===== src/rtl/pdcm_pkg.sv =====
// Shared types and constants for the PWM duty capture meter.
package pdcm_pkg;

   // Field widths
   localparam int unsigned TICK_W   = 16;
   localparam int unsigned DUTY_W   = 15;
   localparam int unsigned WARM_W   = 2;
   localparam int unsigned CNT_W    = 4;
   localparam int unsigned REQ_W    = 24;  // 17 bits of fields, padded to bytes
   localparam int unsigned RSP_W    = 64;
   localparam int unsigned CSR_IDX_W = 1;

   // Behavior constants
   localparam logic [WARM_W-1:0] WARMUP_EDGES = 2'd2;
   localparam logic [TICK_W-1:0] PERIOD_MIN_RESET = 16'd4000;
   localparam logic [TICK_W-1:0] PERIOD_MAX_RESET = 16'd9000;
   localparam logic [DUTY_W-1:0] DUTY_MAX = 15'h7FFF;
   localparam logic [DUTY_W-1:0] DUTY_ZERO = 15'h0000;
   localparam logic [CNT_W-1:0]  DIV_LAST = CNT_W'(TICK_W - 1);

   // Request kinds carried on tuser
   localparam logic CMD_EDGE     = 1'b0;
   localparam logic CMD_OVERFLOW = 1'b1;

   // Configuration register indexes
   typedef enum logic [CSR_IDX_W-1:0] {
      CSR_PERIOD_MIN = 1'b0,
      CSR_PERIOD_MAX = 1'b1
   } csr_index_type;

   // Sequencer states, one-hot
   typedef enum logic [3:0] {
      ST_IDLE  = 4'b0001,
      ST_CHECK = 4'b0010,
      ST_DIV   = 4'b0100,
      ST_DONE  = 4'b1000
   } state_type;

endpackage


===== src/rtl/pwm_duty_capture_meter_core.sv =====
// PWM duty capture meter: edge/overflow events in, duty and period report out.
//
// req_ channel: one beat per timer event. tuser is the kind (edge or counter
// overflow), tdata carries the tick count since the previous edge and the
// sampled pin level. rsp_ channel: exactly one beat per request, reporting
// the Q15 low-time fraction, the 16-bit period and both half times.
// csr_ port: plain write of the period window limits; write only between
// items, since a write takes effect at the next edge.
// Timing: a request is taken in the idle state; the next cycle forms the period
// and checks the window. When the duty must be recomputed, a restoring
// divider produces the 16-bit quotient one bit per cycle before the report
// step; all other items go straight from the check to the report step.
// req_tready is high only between items.
// The result sits in an output register; the next request is accepted while
// it waits, and the block holds in its final step if the receiver stalls
// with the register still full.
// Reset (synchronous, active high) clears the measurement state, restores
// the window limits to 4000 and 9000, and empties the output register.
module pwm_duty_capture_meter_core (
   input  logic                                clock,
   input  logic                                reset,
   // req_tdata: [15:0] capture_count, [16] pin_level, [23:17] zero
   input  logic                                req_tvalid,
   output logic                                req_tready,
   input  logic [pdcm_pkg::REQ_W-1:0]          req_tdata,
   // req_tuser: [0] cmd
   input  logic                                req_tuser,
   // rsp_tdata: [14:0] duty_fraction, [30:15] period_total, [46:31] high_ticks,
   //            [62:47] low_ticks, [63] awaiting_falling
   output logic                                rsp_tvalid,
   input  logic                                rsp_tready,
   output logic [pdcm_pkg::RSP_W-1:0]          rsp_tdata,
   input  logic                                csr_we,
   input  logic [pdcm_pkg::CSR_IDX_W-1:0]      csr_index,
   input  logic [pdcm_pkg::TICK_W-1:0]         csr_wdata
);
   import pdcm_pkg::*;

   state_type           state_ff, state_in;
   logic [TICK_W-1:0]   cfg_min_ff, cfg_min_in;
   logic [TICK_W-1:0]   cfg_max_ff, cfg_max_in;
   logic                expect_ff, expect_in;
   logic [TICK_W-1:0]   high_ff, high_in;
   logic [TICK_W-1:0]   low_ff, low_in;
   logic [WARM_W-1:0]   warm_ff, warm_in;
   logic [DUTY_W-1:0]   duty_ff, duty_in;
   logic                upd_ff, upd_in;
   logic [TICK_W-1:0]   period_ff, period_in;
   logic [TICK_W-1:0]   div_ff, div_in;
   logic [TICK_W-1:0]   rem_ff, rem_in;
   logic [TICK_W-1:0]   num_ff, num_in;
   logic [CNT_W-1:0]    cnt_ff, cnt_in;
   logic                rsp_valid_ff, rsp_valid_in;
   logic [RSP_W-1:0]    rsp_data_ff, rsp_data_in;

   logic                  accept;
   logic [TICK_W-1:0]     req_count;
   logic                  req_pin;
   logic [TICK_W-1:0]     period_sum;
   logic                  in_window;
   logic [2*TICK_W-1:0]   dividend;
   logic [TICK_W+1:0]     trial;
   logic                  trial_ge;
   logic                  out_free;

   assign req_count  = req_tdata[TICK_W-1:0];
   assign req_pin    = req_tdata[TICK_W];
   assign req_tready = (state_ff == ST_IDLE);
   assign accept     = req_tvalid && req_tready;
   assign out_free   = !rsp_valid_ff || rsp_tready;

   // Period check and divider set-up; low * 65535 = (low << 16) - low
   assign period_sum = high_ff + low_ff;
   assign in_window  = (period_sum > cfg_min_ff) && (period_sum < cfg_max_ff);
   assign dividend   = {low_ff, {TICK_W{1'b0}}} - {{TICK_W{1'b0}}, low_ff};

   // One restoring divide step
   assign trial    = {1'b0, rem_ff, num_ff[TICK_W-1]} - {2'b00, div_ff};
   assign trial_ge = !trial[TICK_W+1];

   // Next-state logic
   always_comb begin
      state_in     = state_ff;
      cfg_min_in   = cfg_min_ff;
      cfg_max_in   = cfg_max_ff;
      expect_in    = expect_ff;
      high_in      = high_ff;
      low_in       = low_ff;
      warm_in      = warm_ff;
      duty_in      = duty_ff;
      upd_in       = upd_ff;
      period_in    = period_ff;
      div_in       = div_ff;
      rem_in       = rem_ff;
      num_in       = num_ff;
      cnt_in       = cnt_ff;
      rsp_valid_in = rsp_valid_ff && !rsp_tready;
      rsp_data_in  = rsp_data_ff;

      // Window register writes
      if (csr_we) begin
         case (csr_index_type'(csr_index))
            CSR_PERIOD_MIN: cfg_min_in = csr_wdata;
            CSR_PERIOD_MAX: cfg_max_in = csr_wdata;
            default: ;
         endcase
      end

      case (state_ff)
         ST_IDLE: begin
            if (accept) begin
               upd_in   = 1'b0;
               state_in = ST_CHECK;
               if (req_tuser == CMD_OVERFLOW) begin
                  // timer wrapped without an edge: pin stuck
                  warm_in = '0;
                  if (req_pin) begin
                     duty_in   = DUTY_ZERO;
                     low_in    = '0;
                     expect_in = 1'b1;
                  end else begin
                     duty_in   = DUTY_MAX;
                     high_in   = '0;
                     expect_in = 1'b0;
                  end
               end else begin
                  if (expect_ff) begin
                     high_in = req_count;
                     if (req_pin) low_in = '0;
                     else expect_in = 1'b0;
                  end else begin
                     low_in = req_count;
                     if (!req_pin) high_in = '0;
                     else expect_in = 1'b1;
                  end
                  if (warm_ff < WARMUP_EDGES) begin
                     warm_in = warm_ff + 1'b1;
                  end else begin
                     upd_in = 1'b1;
                  end
               end
            end
         end
         ST_CHECK: begin
            period_in = period_sum;
            state_in  = ST_DONE;
            if (upd_ff && in_window) begin
               if (low_ff >= period_sum) begin
                  // quotient would exceed full scale
                  duty_in = DUTY_MAX;
               end else begin
                  rem_in   = dividend[2*TICK_W-1:TICK_W];
                  num_in   = dividend[TICK_W-1:0];
                  div_in   = period_sum;
                  cnt_in   = '0;
                  state_in = ST_DIV;
               end
            end
         end
         ST_DIV: begin
            rem_in = trial_ge ? trial[TICK_W-1:0] : {rem_ff[TICK_W-2:0], num_ff[TICK_W-1]};
            num_in = {num_ff[TICK_W-2:0], trial_ge};
            cnt_in = cnt_ff + 1'b1;
            if (cnt_ff == DIV_LAST) begin
               duty_in  = num_in[TICK_W-1:1];
               cnt_in   = '0;
               state_in = ST_DONE;
            end
         end
         ST_DONE: begin
            if (out_free) begin
               rsp_valid_in = 1'b1;
               rsp_data_in  = {expect_ff, low_ff, high_ff, period_ff, duty_ff};
               state_in     = ST_IDLE;
            end
         end
         default: state_in = ST_IDLE;
      endcase
   end

   // Control and measurement state
   always_ff @(posedge clock) begin
      if (reset) begin
         state_ff     <= ST_IDLE;
         cfg_min_ff   <= PERIOD_MIN_RESET;
         cfg_max_ff   <= PERIOD_MAX_RESET;
         expect_ff    <= 1'b0;
         high_ff      <= '0;
         low_ff       <= '0;
         warm_ff      <= '0;
         duty_ff      <= '0;
         upd_ff       <= 1'b0;
         cnt_ff       <= '0;
         rsp_valid_ff <= 1'b0;
      end else begin
         state_ff     <= state_in;
         cfg_min_ff   <= cfg_min_in;
         cfg_max_ff   <= cfg_max_in;
         expect_ff    <= expect_in;
         high_ff      <= high_in;
         low_ff       <= low_in;
         warm_ff      <= warm_in;
         duty_ff      <= duty_in;
         upd_ff       <= upd_in;
         cnt_ff       <= cnt_in;
         rsp_valid_ff <= rsp_valid_in;
      end
   end

   // Datapath registers
   always_ff @(posedge clock) begin
      period_ff   <= period_in;
      div_ff      <= div_in;
      rem_ff      <= rem_in;
      num_ff      <= num_in;
      rsp_data_ff <= rsp_data_in;
   end

   assign rsp_tvalid = rsp_valid_ff;
   assign rsp_tdata  = rsp_data_ff;

   // Divider partial remainder stays below the divisor
   a_rem_below_div: assert property (@(posedge clock) disable iff (reset)
      (state_ff == ST_DIV) |-> (rem_ff < div_ff))
      else $error("divider remainder not below divisor");

   // Step counter only runs during the divide
   a_cnt_idle: assert property (@(posedge clock) disable iff (reset)
      (state_ff != ST_DIV) |-> (cnt_ff == '0))
      else $error("divide counter active outside divide");

   // Warm-up count never passes its limit
   a_warm_limit: assert property (@(posedge clock) disable iff (reset)
      warm_ff <= WARMUP_EDGES)
      else $error("warm-up count out of range");

   // Overflow with pin high forces duty to zero
   a_ovf_high: assert property (@(posedge clock) disable iff (reset)
      (accept && req_tuser == CMD_OVERFLOW && req_pin) |=> (duty_ff == DUTY_ZERO))
      else $error("overflow with pin high did not clear duty");

endmodule


===== config.mk =====
export PLATFORM = sky130hd
export DESIGN_NAME = pwm_duty_capture_meter_core
export DESIGN_NICKNAME = d
export VERILOG_FILES = /design/src/rtl/pdcm_pkg.sv /design/src/rtl/pwm_duty_capture_meter_core.sv
export SDC_FILE = /design/constraint.sdc
export NUM_CORES = 1
export LEC_CHECK = 0
export BUFFER_PORTS_ARGS = -buffer_cell sky130_fd_sc_hd__buf_2
export CAP_MARGIN = 20
export CORE_UTILIZATION = 59
export CTS_CLUSTER_SIZE = 40
export DETAILED_ROUTE_END_ITERATION = 6
export GPL_ROUTABILITY_DRIVEN = 1
export HOLD_SLACK_MARGIN = 0.03
export PLACE_DENSITY = 0.81
export REMOVE_ABC_BUFFERS = 1
export SYNTH_ARGS = -nofsm -noshare
export SYNTH_HDL_FRONTEND = slang
export SYNTH_SLANG_ARGS = --single-unit

===== constraint.sdc =====
create_clock -name clock -period 5.7 [get_ports clock]
set_input_delay 0.285 -clock clock [delete_from_list [all_inputs] [get_ports clock]]
set_output_delay 0.285 -clock clock [all_outputs]
set_load 0.05 [all_outputs]

Word level (Yosys, flattened, before mapping)
Index checks and enable logic that the tools add are counted.
{"block": "op_classes", "addsub": 5, "bitwise": 2, "multipliers": 0, "n_lt_le_gt_ge": 4, "div": 0, "reduce_logical": 20, "n_eq_ne": 12, "mux": 37, "shifts": 0}
{"cell": "16-bit 2-to-1 mux", "n": 11}
{"cell": "15-bit 2-to-1 mux", "n": 6}
{"cell": "16-bit case mux with 2 select lines", "n": 2}
{"cell": "15-bit case mux with 3 select lines", "n": 1}
{"cell": "4-bit 2-to-1 mux", "n": 8}
{"cell": "32-bit by 16-bit subtractor with 32-bit output", "n": 1}
{"cell": "17-bit by 16-bit subtractor with 18-bit output", "n": 1}
{"cell": "16-bit adder", "n": 1}
{"cell": "16-bit >= comparator", "n": 1}
{"cell": "16-bit greater-than comparator", "n": 1}
{"cell": "16-bit less-than comparator", "n": 1}
{"cell": "4-bit case mux with 4 select lines", "n": 1}
{"cell": "3-bit AND reduction", "n": 4}
{"cell": "2-bit inequality test (second input constant)", "n": 5}
{"cell": "4-bit == test (second input constant)", "n": 2}
{"cell": "4-bit case mux with 2 select lines", "n": 1}
{"cell": "2-bit AND reduction", "n": 4}
{"cell": "6-bit AND reduction", "n": 1}
{"cell": "1-bit 2-to-1 mux", "n": 5}
{"cell": "4-bit by 1-bit adder with 4-bit output (second input constant)", "n": 1}
{"cell": "4-bit by 1-bit == test with 1-bit output (second input constant)", "n": 1}
{"cell": "4-bit by 2-bit == test with 1-bit output (second input constant)", "n": 1}
{"cell": "4-bit by 3-bit == test with 1-bit output (second input constant)", "n": 1}
{"cell": "1-bit logical AND", "n": 4}
{"cell": "other kinds (9)", "n": 15}
{"block": "word_totals", "in_bits": 47, "output_inout_bits": 66, "latchBits": 0, "mem_count": 0, "mem_bits_rw": 0, "rom_bits": 0, "ff_bits": 220}

Logic depth before layout (Yosys ltp)
Gate-level depths: netlist of run 1.
{"block": "depth", "depth_word": 6, "ltp_mapped": 22}

Worst setup path before layout of run 1
OpenSTA, ideal clock, no wires.
{"block": "synth_path", "path_kind": "reg2reg", "startpoint": "register low_ff[8]", "endpoint": "register num_ff[0], enable pin", "required_time_ps": 5222, "path_stages_with_launch": 21, "arrival_ps": 4727, "setup_ps": 478, "setup_slack_ps": 496, "period_less_slack_ps": 5204, "n_path_buf": 0, "cell_sequence": "dfxtp_1 ha_1 a21oi_1 and2_1 o21ai_1 o21ai_1 a21o_1 a21boi_0 o21ai_0 nand2_1 xor2_1 ha_1 and3_1 nand3_1 or3_1 or4_1 o211a_1 a21oi_1 o21a_1 or4_1 nand2_1"}
{"block": "synth_via", "elab_chain_len": 6, "word_cells_on_any_way": 9, "classes_between": "add/sub (1); order compare (3); eq/ne (2); reduce/logical (3)"}
{"element": "start, declared", "line": "pwm_duty_capture_meter_core.sv:44", "source": "logic [TICK_W-1:0] low_ff, low_in;"}
{"element": "start signal, assigned", "line": "pwm_duty_capture_meter_core.sv:201", "source": "low_ff <= low_in;"}
{"element": "16-bit adder (*)", "line": "pwm_duty_capture_meter_core.sv:73", "source": "assign period_sum = high_ff + low_ff;"}
{"element": "via period_sum[13]", "line": "pwm_duty_capture_meter_core.sv:59", "source": "logic [TICK_W-1:0] period_sum;"}
{"element": "16-bit greater-than comparator or 16-bit less-than comparator (tied branches)", "line": "pwm_duty_capture_meter_core.sv:74", "source": "assign in_window = (period_sum > cfg_min_ff) && (period_sum < cfg_max_ff);"}
{"element": "1-bit logical AND", "line": "pwm_duty_capture_meter_core.sv:74"}
{"element": "1-bit logical AND", "line": "pwm_duty_capture_meter_core.sv:147", "source": "if (upd_ff && in_window) begin"}
{"element": "2-bit inequality test (no line)"}
{"element": "3-bit AND reduction (no line) (*)"}
{"element": "end signal, assigned", "line": "pwm_duty_capture_meter_core.sv:215", "source": "num_ff <= num_in;"}
{"element": "end, declared", "line": "pwm_duty_capture_meter_core.sv:51", "source": "logic [TICK_W-1:0] num_ff, num_in;"}
The timed path passes the listed nets; every way through them passes the cells marked *.
A chain may end at the register's enable or synchronous reset.

Worst setup path in the final report of run 1
{"block": "layout_path", "startpoint": "register high_ff[8]", "endpoint": "register rem_ff[5], enable pin"}
{"block": "layout_via", "elab_chain_len": 6, "word_cells_on_any_way": 9, "classes_between": "add/sub (1); order compare (3); eq/ne (2); reduce/logical (3)"}
{"element": "start, declared", "line": "pwm_duty_capture_meter_core.sv:43", "source": "logic [TICK_W-1:0] high_ff, high_in;"}
{"element": "start signal, assigned", "line": "pwm_duty_capture_meter_core.sv:200", "source": "high_ff <= high_in;"}
{"element": "16-bit adder (*)", "line": "pwm_duty_capture_meter_core.sv:73"}
{"element": "via period_sum[13]", "line": "pwm_duty_capture_meter_core.sv:59"}
{"element": "16-bit greater-than comparator or 16-bit less-than comparator (tied branches)", "line": "pwm_duty_capture_meter_core.sv:74"}
{"element": "1-bit logical AND", "line": "pwm_duty_capture_meter_core.sv:74"}
{"element": "1-bit logical AND", "line": "pwm_duty_capture_meter_core.sv:147"}
{"element": "2-bit inequality test (no line)"}
{"element": "3-bit AND reduction (no line) (*)"}
{"element": "end signal, assigned", "line": "pwm_duty_capture_meter_core.sv:214", "source": "rem_ff <= rem_in;"}
{"element": "end, declared", "line": "pwm_duty_capture_meter_core.sv:50", "source": "logic [TICK_W-1:0] rem_ff, rem_in;"}
Marked as above.

==> flow_summary.yaml, run 1 <==
critical_path:
  slowest_delay_ns: 0.49
  cpMaxStageDelayCell: "or4_1"
  critPathLaunchType: "flop"
  cpLargestDelayFamily: "simple AND/OR/NAND/NOR gates"
  path_max_fanout: 32
  crit_start: "high_ff[8]"
  worstReg2RegEnd: "rem_ff[5]"
  cp_num_cells: 21
  path_cells: "ha_1 -> a21oi_1 -> and2_1 -> o21ai_1 -> o21ai_2 -> a21o_1 -> a21boi_0 -> o21ai_0 -> nand2_1 -> xor2_1 -> ha_1 -> and3_1 -> nand3_1 -> or3_1 -> or4_1 -> o211a_1 -> a21oi_1 -> o21a_1 -> or4_1 -> nand2_1 -> buf_12"
  reg2reg_depth: 21
  crit_type: "flop to flop"
  worstPathArrival_ns: 5.62
  cp_num_buf_inv: 1
  crit_path_end_kind: "flop"
  r2r_setup_slack_ns: 0.33
  worst_ep_required_time_ns: 5.95
  r2r-start: "high_ff[8]"
detailed_routing:
  routed_via_density: 5.95
  drtAntennaViolNets: 0
  post_drt_wl_per_cell_um: 18.1
  drc: 1
  vias: 8555
  drt-initial-drc-count: 686
  first_pass_iters: 7
  wl_um: 26100
worst_hold_path:
  worst_hold_path.endpoint: "cfg_min_ff[6]"
  hp-class: "primary input to flop"
  holdCritStartpoint: "csr_wdata[6]"
  min_path_cells: 3
timing:
  hold_violations: 0
  relSlewSlack_pct: 32.6
  rsz0062_at_grt: "no"
  layout_min_cycle_time_ns: 5.37
  worst_pin_slew_ns: 0.996
  drv_slew: 0
  finClkSkew_ns: 0.00952
  max_freq_mhz: 186
  finalSetupViolations: 0
  finalCritPeriodShare_pct: 94.2
  setup_tns_ns: 0
logic_synthesis:
  synth.avg_cell_area_um2: 10.2
  async_reset_ff_share_pct: 0
  synth_top_area_share_pct: 35.5
  synth_area_um2: 10800
  ys_ff_latch: 220
  yosys_warnings: 0
  syn_inst: 1059
  synth_ff_type: "edfxtp_1"
  synth_cell_types: 72
  synth_edf_count: 128
  synthTopCellsByArea: "edfxtp_1, dfxtp_1, ha_1, nand2_1, a21oi_1"
  ys_seq_area_share_pct: 52.6
  yosysTopAreaCell: "edfxtp_1"
clock_tree:
  htree_num_levels: 1
  cts_tree: "yes"
  cts.sinks: 220
  clk_pin_slew_ns: 0.06
  post-cts-setup-buffers: 0
  cts_buffers: 23
  clock_latency_ns: 0.51
  cts.root.buffer_cell: "clkbuf_16"
  clock_path_buffers: 3
floorplanning:
  ios: 113
  dieArea_um2: 18900
  die_h_um: 137
  die_w_um: 137
  start_util_pct: 60.2
  rows: 49
  core-area_um2: 18000
pwr:
  p_clk_share_pct: 34.8
  p_sw_w: 0.00135
  power.density_nw_per_um2: 357
  vdd_drop_max_uv: 236
  seqPwrFrac_pct: 42.5
  intPower_w: 0.00317
  leakage_nw: 5.20
  switching_share_pct: 29.9
  combinationalPowerShare_pct: 22.6
  power.total_w: 0.00452
final_layout:
  area.growth.synth_to_final_pct: 17.3
  antenna_cells: 0
  fin_nets: 1317
  drive_gt1_share_pct: 16.4
  largest_reg_flops: 64
run:
  drv_cap: 0
placed_design:
  gp_congestion: 0.898
  hpwlAfterDp_um: 18100
  io_buffers: 105
outcome:
  violations: "DRC"
  status: "finished, violations left"
grt:
  grt_max_degree: 94
  gr-total-overflow: 0
  grt_first_pass_wirelength_um: 40700
  antenna_found_initial: 0
  grt_usage_pct: 28.0
  grt_pass1_vias: 8224
## layout make-up
cell class | count | area, um^2
clock buffer | 30 | 696
clock inverter | 11 | 111
fill | 1299 | 5280
inverter | 74 | 278
multi-input combinational | 725 | 4710
sequential | 220 | 5690
tap | 229 | 287
timing repair buffer | 150 | 913
## kinds of logic (layout without fill, tap and decap cells)
kind of cell | Yosys count | in the layout | share of synthesized area, %
flip-flops | 220 | 220 | 52.6
AND/OR/NAND/NOR | 347 | 347 | 14.9
AO/OA/AOI/OAI | 251 | 251 | 15.0
adder cells (fa/ha/maj) | 77 | 77 | 9.04
buffers and inverters | 114 | 265 | 4.06
XOR/XNOR | 36 | 36 | 3.05
multiplexers | 14 | 14 | 1.32
## power by group through the flow
stage	registers [W]	logic (W)	clock network, W
detailed placement	0.00195	0.000993	0
global route	0.00194	0.00111	0.00165
floorplan	0.00203	0.000613	0
CTS	0.00192	0.00101	0.00159
finish	0.00192	0.00102	0.00158
global placement	0.00195	0.000957	0
## timing repair
item,in CTS,in global routing
resized for setup,0,1
hold buffers,15,0
hold endpoints to repair,22,0
endpoints found under the setup margin,0,32
## worst max path at each step
stage | endpoint | slack (ns)
final | rem_ff[5] | 0.33
after global placement | rem_ff[0] | 0.49
after CTS | rem_ff[1] | 0.30
after global routing | rem_ff[1] | 0.09
after floorplan | num_ff[0] | 0.49
after detailed placement | rem_ff[1] | 0.36
## metrics by stage
step / util (%) / setup WS [ns] / area, um^2 / hold WS, ns / instances
2_1_floorplan: - / 0.486 / 10700 / 0.354 / 1019
3_3_place_gp: 65.2 / 0.487 / 11700 / 0.403 / 1383
3_5_place_dp: 65.2 / 0.361 / 11700 / 0.407 / 1383
4_1_cts: 70.6 / 0.295 / 12700 / 0.0323 / 1439
5_1_grt: 70.6 / 0.0924 / 12700 / 0.0451 / 1439
6_report: 70.6 / 0.331 / 12700 / 0.0395 / 1439
## cell usage in the layout, fill, tap and decap left out, drive strengths merged, types with 5 or more instances in the layout
cell         count
buf            135
edfxtp         128
nand2          123
nor2           104
dfxtp           92
a21oi           91
inv             75
ha              74
o21ai           45
a22oi           32
clkbuf          30
nand3           23
xnor2           22
nor3            19
dlygate4sd3     15
nor2b           14
xor2            13
mux2i           12
nand3b          11
or3             10
a21o             9
o21a             9
a211o            7
a211oi           7
and3             7
clkinv           7
nand2b           6
o22ai            6
nor4             5
and2             5
## synth_stat cells, types with 5 or more instances
library cell	count
o22ai_1	6
o21a_1	9
a22oi_1	32
or3_1	9
edfxtp_1	128
xnor2_1	22
nor3_1	18
nor2_1	104
a211o_1	7
and3_1	7
clkbuf_1	34
o21ai_0	41
a21o_1	9
a21oi_2	10
nand3_1	22
nor2b_1	14
mux2i_1	12
a21oi_1	81
nand2_1	123
inv_1	74
xor2_1	13
ha_1	74
nand2b_1	6
a211oi_1	7
nor4_1	5
nand3b_1	11
dfxtp_1	92
## worst reg2reg max path: cells and delay by family (launching register included)
kind	cells	cell delay, ns
buffers and inverters	1	0.21
xor gates and xnor gates	1	0.21
adders and majority gates	2	0.68
and+or+nand+nor	8	1.88
AOI/OAI and AO/OA	9	1.79
DFF	1	0.33
## metal layers
metal,vias to the layer above,global-route usage (%),share of wire (%)
met2,323,48.3,50
met5,-,0,0
li1,4071,-,-
met4,0,10.9,3.2
met3,67,5.15,6.8
met1,4094,34.8,40
No activity file was read; power rests on OpenSTA's default activity.
==> run 2, diff against run 1 <==
==> constraint.sdc (replaced) <==
create_clock -name clock -period 5.7 [get_ports clock]
set_input_delay 1.14 -clock clock [delete_from_list [all_inputs] [get_ports clock]]
set_output_delay 1.14 -clock clock [all_outputs]
set_load 0.05 [all_outputs]
==> flow_summary.yaml, run 2 (synthesis gave the netlist of run 1 again) <==
detailed_routing:
  drtAntennaViolNets: 0
  vias: 8413
  drc: 0
  drt-initial-drc-count: 828
  first_pass_iters: 5
  post_drt_wl_per_cell_um: 17.8
  routed_via_density: 5.90
  wl_um: 25400
timing:
  finalSetupViolations: 0
  worst_pin_slew_ns: 1.05
  hold_violations: 0
  drv_slew: 0
  hold_ws_ns: 0.419
  layout_min_cycle_time_ns: 5.36
  relSlewSlack_pct: 29.0
  max_freq_mhz: 187
  finalCritPeriodShare_pct: 94.0
  finClkSkew_ns: 0.00745
critical_path:
  crit_start: "high_ff[1]"
  path_cells: "ha_1 -> a21oi_1 -> nand4b_1 -> a311oi_4 -> o21ai_2 -> a21o_1 -> a21boi_0 -> o21ai_1 -> nand2_1 -> xor2_2 -> ha_1 -> and3_1 -> nand3_1 -> or3_1 -> or4_1 -> o211a_1 -> a21oi_1 -> o21a_1 -> or4_1 -> nand2_1 -> buf_12"
  critPathLaunchType: "flop"
  cpMaxStageDelayCell: "or4_1"
  cp_num_cells: 21
  r2r-start: "high_ff[1]"
  worst_ep_required_time_ns: 5.96
  path_max_fanout: 32
  reg2reg_depth: 21
  slowest_delay_ns: 0.48
  worstPathArrival_ns: 5.62
  crit_path_end_kind: "flop"
  cpLargestDelayFamily: "simple AND/OR/NAND/NOR gates"
  cp_num_buf_inv: 1
  crit_type: "flop to flop"
pwr:
  vdd_drop_max_uv: 236
  leakage_nw: 5.13
  power.density_nw_per_um2: 355
placed_design:
  placement.cell_area_um2: 11700
  hpwlAfterDp_um: 17900
  gp_congestion: 0.871
  io_buffers: 105
grt:
  gr-total-overflow: 0
  grt_first_pass_wirelength_um: 40600
  grt_pass1_vias: 8028
  grt_usage_pct: 27.8
  grt_max_degree: 57
  antenna_found_initial: 1
outcome:
  status: "complete, no violations"
final_layout:
  final_cell_mix: "edfxtp_1, nand2_1, buf_2"
  area.growth.synth_to_final_pct: 15.8
  largest_reg_flops: 64
  final_common_cell: "edfxtp_1"
  drive_gt1_share_pct: 16.5
  finish.instance_area_um2: 12500
  fin_nets: 1303
clock_tree:
  hold_buffers: 0
  clock_latency_ns: 0.51
  clk_pin_slew_ns: 0.06
  cts_buffers: 23
  htree_num_levels: 1
  clock_path_buffers: 3
  cts.root.buffer_cell: "clkbuf_16"
  post-cts-setup-buffers: 0
  cts.sinks: 220
  cts_tree: "yes"
floorplanning:
  dieArea_um2: 18900
  die_h_um: 137
  die_w_um: 137
  core-area_um2: 18000
  start_util_pct: 60.2
  rows: 49
  ios: 113
run:
  drv_cap: 0
worst_hold_path:
  holdCritStartpoint: "period_ff[9]"
  min_path_cells: 0
  hp-class: "flop to flop"
[run 2: path summary, 6_finish.rpt]
| kind | slack (ns) | end |
|---|---|---|
| max | 0.34 | rem_ff[5] |
| min | 0.42 | rsp_tdata[24] |
| min reg2reg | 0.42 | rsp_tdata[24] |
| max reg2reg | 0.34 | rem_ff[5] |
[run 2: repair_timing]
action / 4_1_cts / 5_1_grt
gates resized for setup: 0 / 4
endpoints found under the hold margin: 0 / 0
setup endpoints to repair: 0 / 64
[run 2: final cells by class]
type                            instances  area, um^2
Tap cell                              229         287
Clock buffer                           34         689
Sequential cell                       220        5690
Multi-Input combinational cell        725        4730
Clock inverter                          8        77.6
Timing Repair Buffer                  136         771
Antenna cell                            1        2.50
Inverter                               74         278
Fill cell                            1310        5440
[run 2: per-layer routing]
layer | track usage, % | wire [um]
met5 | 0 | 0
met4 | 8.36 | 699
met3 | 4.30 | 1740
met2 | 47.0 | 12300
met1 | 36.8 | 10800
[run 2: where the power goes]
group          internal, W  switching (W)  total [W]
sequential         0.00185      0.0000734    0.00192
clock             0.000887       0.000623    0.00151
combinational     0.000363       0.000654    0.00102
total              0.00310        0.00135    0.00445
[run 2: stage by stage]
| step | util (%) | instances | setup TNS (ns) | total power, W | worst slack, ns |
|---|---|---|---|---|---|
| 5_1_grt | 69.7 | 1426 | -0.0569 | 0.00463 | -0.00709 |
| 2_1_floorplan | - | 1019 | 0 | 0.00264 | 0.486 |
| 3_5_place_dp | 65.3 | 1384 | 0 | 0.00295 | 0.386 |
| 4_1_cts | 69.6 | 1426 | 0 | 0.00445 | 0.270 |
| 6_report | 69.7 | 1427 | 0 | 0.00445 | 0.340 |
| 3_3_place_gp | 65.3 | 1384 | 0 | 0.00291 | 0.480 |
